[config.mk]
export PLATFORM = sky130hd
export DESIGN_NAME = affinv_out
export DESIGN_NICKNAME = d
export VERILOG_FILES = /design/src/affinv_pkg.sv /design/src/affinv_out.sv
export SDC_FILE = /design/constraint.sdc
export NUM_CORES = 1
export LEC_CHECK = 0
export BUFFER_PORTS_ARGS = -buffer_cell sky130_fd_sc_hd__buf_4
export CAP_MARGIN = 20
export CORE_AREA = 2 2 554 556
export CTS_CLUSTER_DIAMETER = 100
export CTS_CLUSTER_SIZE = 14
export DETAILED_ROUTE_END_ITERATION = 8
export DIE_AREA = 0 0 556 558
export GPL_TIMING_DRIVEN = 0
export PLACE_DENSITY = 0.3
export REMOVE_ABC_BUFFERS = 1
export SYNTH_ARGS = -nofsm -noshare
export SYNTH_HDL_FRONTEND = slang
export SYNTH_SLANG_ARGS = --single-unit
[constraint.sdc]
create_clock -name i_clk -period 6.42 [get_ports i_clk]
set_clock_uncertainty 0.15 [all_clocks]
set_input_delay 0.642 -clock i_clk [delete_from_list [all_inputs] [get_ports i_clk]]
set_output_delay 0.642 -clock i_clk [all_outputs]
set_load 0.02 [all_outputs]
[src/affinv_pkg.sv]
// shared sizes, types and pipeline records for the affine matrix inverse unit
`default_nettype none

package affinv_pkg;

    localparam int COEF_WIDTH = 32;
    localparam int FRAC_BITS  = 16;
    localparam int LIMIT_W    = 32;
    localparam int LANES      = 6;
    localparam int PROD_W     = 2 * COEF_WIDTH;
    localparam int DIFF_W     = PROD_W + 1;
    localparam int QBITS      = COEF_WIDTH + 2;
    localparam int RW         = 2 * COEF_WIDTH + QBITS + FRAC_BITS + 2;
    localparam int USER_W     = 2;

    // lane order on the data bus and inside the pipeline
    localparam int L_A00 = 0;
    localparam int L_A01 = 1;
    localparam int L_A10 = 2;
    localparam int L_A11 = 3;
    localparam int L_SX  = 4;
    localparam int L_SY  = 5;

    typedef logic signed [COEF_WIDTH-1:0] t_coef;

    // sideband that rides along with every request
    typedef struct packed {
        logic                             valid;
        logic                             sing;
        logic [LANES-1:0]                 neg;
        logic [LANES-1:0][COEF_WIDTH-1:0] coef;
    } t_tag;

    // state handed from one divider cell to the next
    typedef struct packed {
        t_tag                        tag;
        logic [RW-1:0]               ds;
        logic [LANES-1:0][RW-1:0]    rem;
        logic [LANES-1:0][QBITS-1:0] quo;
    } t_div;

endpackage

`default_nettype wire

[src/affinv_out.sv]
// sign, saturation, singular bypass and the output register
`default_nettype none

module affinv_out
    import affinv_pkg::*;
(
    input  wire                              i_clk,
    input  wire                              i_rst_n,
    input  wire                              i_en,
    input  t_div                             i_div,
    output logic                             o_valid,
    output logic [LANES-1:0][COEF_WIDTH-1:0] o_data,
    output logic [USER_W-1:0]                o_user
);

    localparam logic [QBITS-1:0] QLIM = QBITS'(1) << (COEF_WIDTH - 1);
    localparam logic [COEF_WIDTH-1:0] POS_MAX = {1'b0, {(COEF_WIDTH-1){1'b1}}};
    localparam logic [COEF_WIDTH-1:0] NEG_MAX = {1'b1, {(COEF_WIDTH-1){1'b0}}};

    logic                             r_valid;
    logic [LANES-1:0][COEF_WIDTH-1:0] r_data;
    logic [USER_W-1:0]                r_user;
    logic [LANES-1:0][COEF_WIDTH-1:0] n_data;
    logic [USER_W-1:0]                n_user;
    logic [LANES-1:0]                 clip;

    // apply sign and clip each quotient
    always_comb begin
        for (int k = 0; k < LANES; k++) begin
            if (!i_div.tag.neg[k]) begin
                clip[k]   = (i_div.quo[k] >= QLIM);
                n_data[k] = clip[k] ? POS_MAX : i_div.quo[k][COEF_WIDTH-1:0];
            end else begin
                clip[k]   = (i_div.quo[k] > QLIM);
                n_data[k] = clip[k] ? NEG_MAX
                                    : COEF_WIDTH'(-i_div.quo[k][COEF_WIDTH-1:0]);
            end
        end
        if (i_div.tag.sing) begin
            n_data = i_div.tag.coef;
            n_user = 2'b01;
        end else begin
            n_user = {|clip, 1'b0};
        end
    end

    always_ff @(posedge i_clk) begin
        if (!i_rst_n) begin
            r_valid <= 1'b0;
        end else if (i_en) begin
            r_valid <= i_div.tag.valid;
        end
    end

    always_ff @(posedge i_clk) begin
        if (i_en) begin
            r_data <= n_data;
            r_user <= n_user;
        end
    end

    assign o_valid = r_valid;
    assign o_data  = r_data;
    assign o_user  = r_user;

endmodule

`default_nettype wire

-- Yosys cells after proc, flatten, opt, wreduce, memory -nomap -nowiden
Cells that the tools add are included.
- input port bits: 1219
- flip-flop bits (word level): 195
- output and inout bits: 195
- add/sub/neg operators: 6
- muxes and demuxes: 26
- reduce and logical (&&, ||, !) cells: 1
- $lt $le $gt $ge: 12
- operators by type and width (cell ; count):
    $mux 32 ; 18
    $ge 34x32->1 const B ; 6
    $gt 34x32->1 const B ; 6
    $mux 192 ; 1
    $neg 32->32 ; 6
    $mux 1 ; 7
    $reduce_or 6->1 ; 1

-- Logic depth before layout (Yosys ltp)
- depth after elaboration: 4
- mapped depth: 10
- depth with buffers taken out: 8

-- Worst setup path after synthesis
No wires, ideal clock.
- path type: in2reg
- start point: in i_div[0] (netlist bit)
- end point: reg r_user[1] (netlist: o_user[1]) (data pin)
- data arrival time: 2.702 ns
- path buffers: 2
- slack: 3.298 ns
- stages: 10
- cell sequence: inv_1 ha_1 or3b_2 nor3_1 and4_1 buf_2 clkbuf_1 a21oi_1 nor4_1 a31oi_1
- longest elaborated chain between the ends: 3
- RTL lines (element ; line ; source):
    start, declared ; affinv_out.sv:10 ; input t_div i_div,
    $ge 34x32->1 / $gt 34x32->1 (equally long branches) ; affinv_out.sv:31, affinv_out.sv:34 ;
    $mux 1 (*) ; affinv_out.sv:30 ; if (!i_div.tag.neg[k]) begin
    $reduce_or 6->1 (*) ; affinv_out.sv:43 ; n_user = {|clip, 1'b0};
    end signal, assigned ; affinv_out.sv:58 ; r_user <= n_user;
    end, declared ; affinv_out.sv:22 ; logic [USER_W-1:0] r_user;
Mark *: on every way between the ends. The rest lies on a longest branch, timed or not.
A chain may end at the register's enable or synchronous reset.

-- Worst setup path in the final report
- start point: in i_div[1] (netlist bit)
- end point: reg r_user[1] (netlist: o_user[1]) (data pin)
The elaborated chain is that of the path after synthesis.

==> summary.md <==
| Metric | Value |
|---|---|
| Status | `complete, no violations` |
| Prevailing post-synth register cell | `edfxtp_1` |
| Total GRT Usage | `0.0862` |
| Worst-Margin Slew | `1.15 ns` |
| Commonest non-fill, non-tap cell in the layout | `buf_4` |
| Initial core utilization | `0.0474` |
| Pwr Density | `180 nW/um2` |
| Avg WL per Cell | `22.4 um` |
| Number of remaining DRC errors | `0` |
| Largest net degree at the start of global routing | `84` |
| CP max-delay cell | `and4_1` |
| Worst path max stage delay | `1.02 ns` |
| Cts hold-fix bufs | `0` |
| Grt ovf | `0` |
| Worst VDD drop | `99.5 uV` |
| Worst Hold Class | `input port to flip-flop` |
| Area grow syn2layout | `71.4%` |
| CTS sink cnt | `195` |
| Filler Cell Count | `35500` |
| Post-synth EDFFs | `194` |
| Footprint of the multi-input gates | `7990 um2` |
| Final Util | `0.0812` |
| Slew Viols, Final | `0` |
| CP top delay family | `simple AND/OR/NAND/NOR gates` |
| Met3 wire len | `12800 um` |
| Cts bufs inserted | `25` |
| Fin nets | `3409` |
| Seq/Total Area, Yosys | `0.405` |
| Mapped Cells | `1637` |
| Core area | `305000 um2` |
| Pre-antenna DRT Iters | `6` |
| CTS H-Tree Depth | `4` |
| Post-synth ARST share | `0` |
| Worst relative slew slack | `0.230` |
| CP Launch Type | `input port` |
| CTS tree | `built` |
| LEAKAGE | `7.83 nW` |
| Initial antenna violation count | `39` |
| Io pins | `1414` |
| Metal2 WL | `69300 um` |
| Max Used Layer | `met5` |
| Setup Fix Bufs, Post-CTS | `0` |
| Synthesized area | `14400 um2` |
| Rows | `203` |
| 1st-iter DRT viols | `1091` |
| DIE AREA | `310000 um2` |
| Die height | `558 um` |
| Vias in the first global route | `16600` |
| M1 WL | `51900 um` |
| Via count | `16500` |
| Register area | `5850 um2` |
| Unique masters post-synth | `81` |
| Clock transition at the registers of the reported paths | `0.08 ns` |
| Max-Cap Viols | `0` |
| Die X | `556 um` |
| Placer Congestion | `0.762` |
| IO buf count | `601` |
| Setup crit end kind | `flip-flop` |
| CP Cell Sequence | `buf_4 > inv_1 > ha_1 > or3b_2 > nor3_1 > and4_1 > a21oi_1 > nor4_1 > a31oi_1` |
| Clock buffer depth | `3` |
| Final Hold Viols | `0` |
| Root Buffer | `clkbuf_16` |
| WS Path Type | `input port to flip-flop` |
| Worst path arrival time | `4.76 ns` |
| Unrepaired setup endpoints after global routing | `false` |
| Most frequent cells in the layout | `604 x buf_4, 194 x edfxtp_1, 160 x nor2_1` |
| F_max | `214 MHz` |
| Layout cells sized above 1 | `0.326` |
| Final period util | `0.727` |
| DP Wirelength | `117000 um` |
| First-pass GRT wire length | `174000 um` |
| Yosys warns | `0` |
| CP bufs+invs | `2` |
| Setup violations, final | `0` |
| Resized Gates After CTS | `0` |
| CP Max Fanout | `19` |
| Setup TNS | `0 ns` |
| Synth Register Bits | `195` |
| Vias per cell | `2.67` |
| Wirelength, routed | `139000 um` |
| Clk_lat worst skew | `0.56 ns` |
| Final Critical Period | `4.67 ns` |
| Post-route antenna net violation count | `0` |
| Mean Syn Cell Area | `8.82 um2` |
| WP data required | `6.51 ns` |
cell usage after synthesis, drive strengths merged (14+ instances only):
master / instances / area (um2)
nand2b: 16 / 100
o211ai: 15 / 113
nor3: 108 / 541
clkbuf: 96 / 360
nor2b: 14 / 87.6
o211a: 19 / 190
or4: 24 / 195
edfxtp: 194 / 5830
nand2: 113 / 427
o22a: 17 / 149
a2bb2oi: 19 / 166
nor4: 55 / 372
or3: 29 / 181
nor2: 163 / 614
a311oi: 19 / 166
nand3: 29 / 145
a31oi: 34 / 213
a221oi: 16 / 146
o31ai: 41 / 322
a21oi: 105 / 529
o21ai: 110 / 551
nor3b: 16 / 125
inv: 60 / 225
mux2i: 19 / 190
nand4: 24 / 150
o21a: 29 / 218
a21boi: 38 / 285
kinds of logic (layout without fill, tap and decap cells):
logic type,after synthesis,count (layout),share of synthesized area
muxes,27,27,0.0194
buffers and inverters,168,721,0.0461
DFF,195,195,0.405
xor gates and xnor gates,17,17,0.0103
adders and majority gates,6,6,0.00520
AOI/OAI and AO/OA,583,583,0.283
and+or+nand+nor,641,641,0.231
other,0,14,0
final timing paths:
path	from	to	slack (ns)	cells after the start
min	i_rst_n	o_valid$_SDFFE_PN0P_	0.14	2
max reg2reg	o_valid$_SDFFE_PN0P_	o_valid$_SDFFE_PN0P_	5.67	2
min reg2reg	o_valid$_SDFFE_PN0P_	o_valid$_SDFFE_PN0P_	0.39	2
max	i_div[1]	o_user[1]$_SDFFCE_PP0P_	1.75	9
power breakdown:
part,internal (mW),switching [mW],total [mW]
Sequential,1.55,0.0471,1.60
Combinational,0.479,0.904,1.38
Clock,0.785,0.703,1.49
sequential cells by signal, indices dropped and copies added (netlist names):
register and cells:
o_data 192, o_user 2, o_valid 1
layout make-up:
cell class                      count  share of cell area
Multi-Input combinational cell   1274               0.323
Sequential cell                   195               0.236
Tap cell                         3997               0.202
Timing Repair Buffer              628               0.199
Clock buffer                       26              0.0254
Inverter                           60             0.00941
Clock inverter                      7             0.00359
Antenna cell                       14             0.00142
per-stage QoR:
step | total power [mW] | hold slack, ns | cells | cell area [um2] | worst slack (ns)
after floorplan | 2.04 | 0.439 | 1529 | 14000 | 1.43
after global placement | 3.08 | 0.368 | 6127 | 23500 | -6.76
after detailed placement | 3.08 | 0.371 | 6152 | 24000 | 0.986
after CTS | 4.70 | 0.0643 | 6185 | 24700 | 1.62
after global routing | 4.76 | 0.110 | 6191 | 24700 | 1.55
final | 4.47 | 0.144 | 6201 | 24700 | 1.75
routing by layer:
layer  track usage  vias up
li1              -     7568
met4        0.0331        2
met5             0        -
met1        0.0918     8190
met3        0.0363      124
met2         0.150      651
No activity file was read; power rests on OpenSTA's default activity.
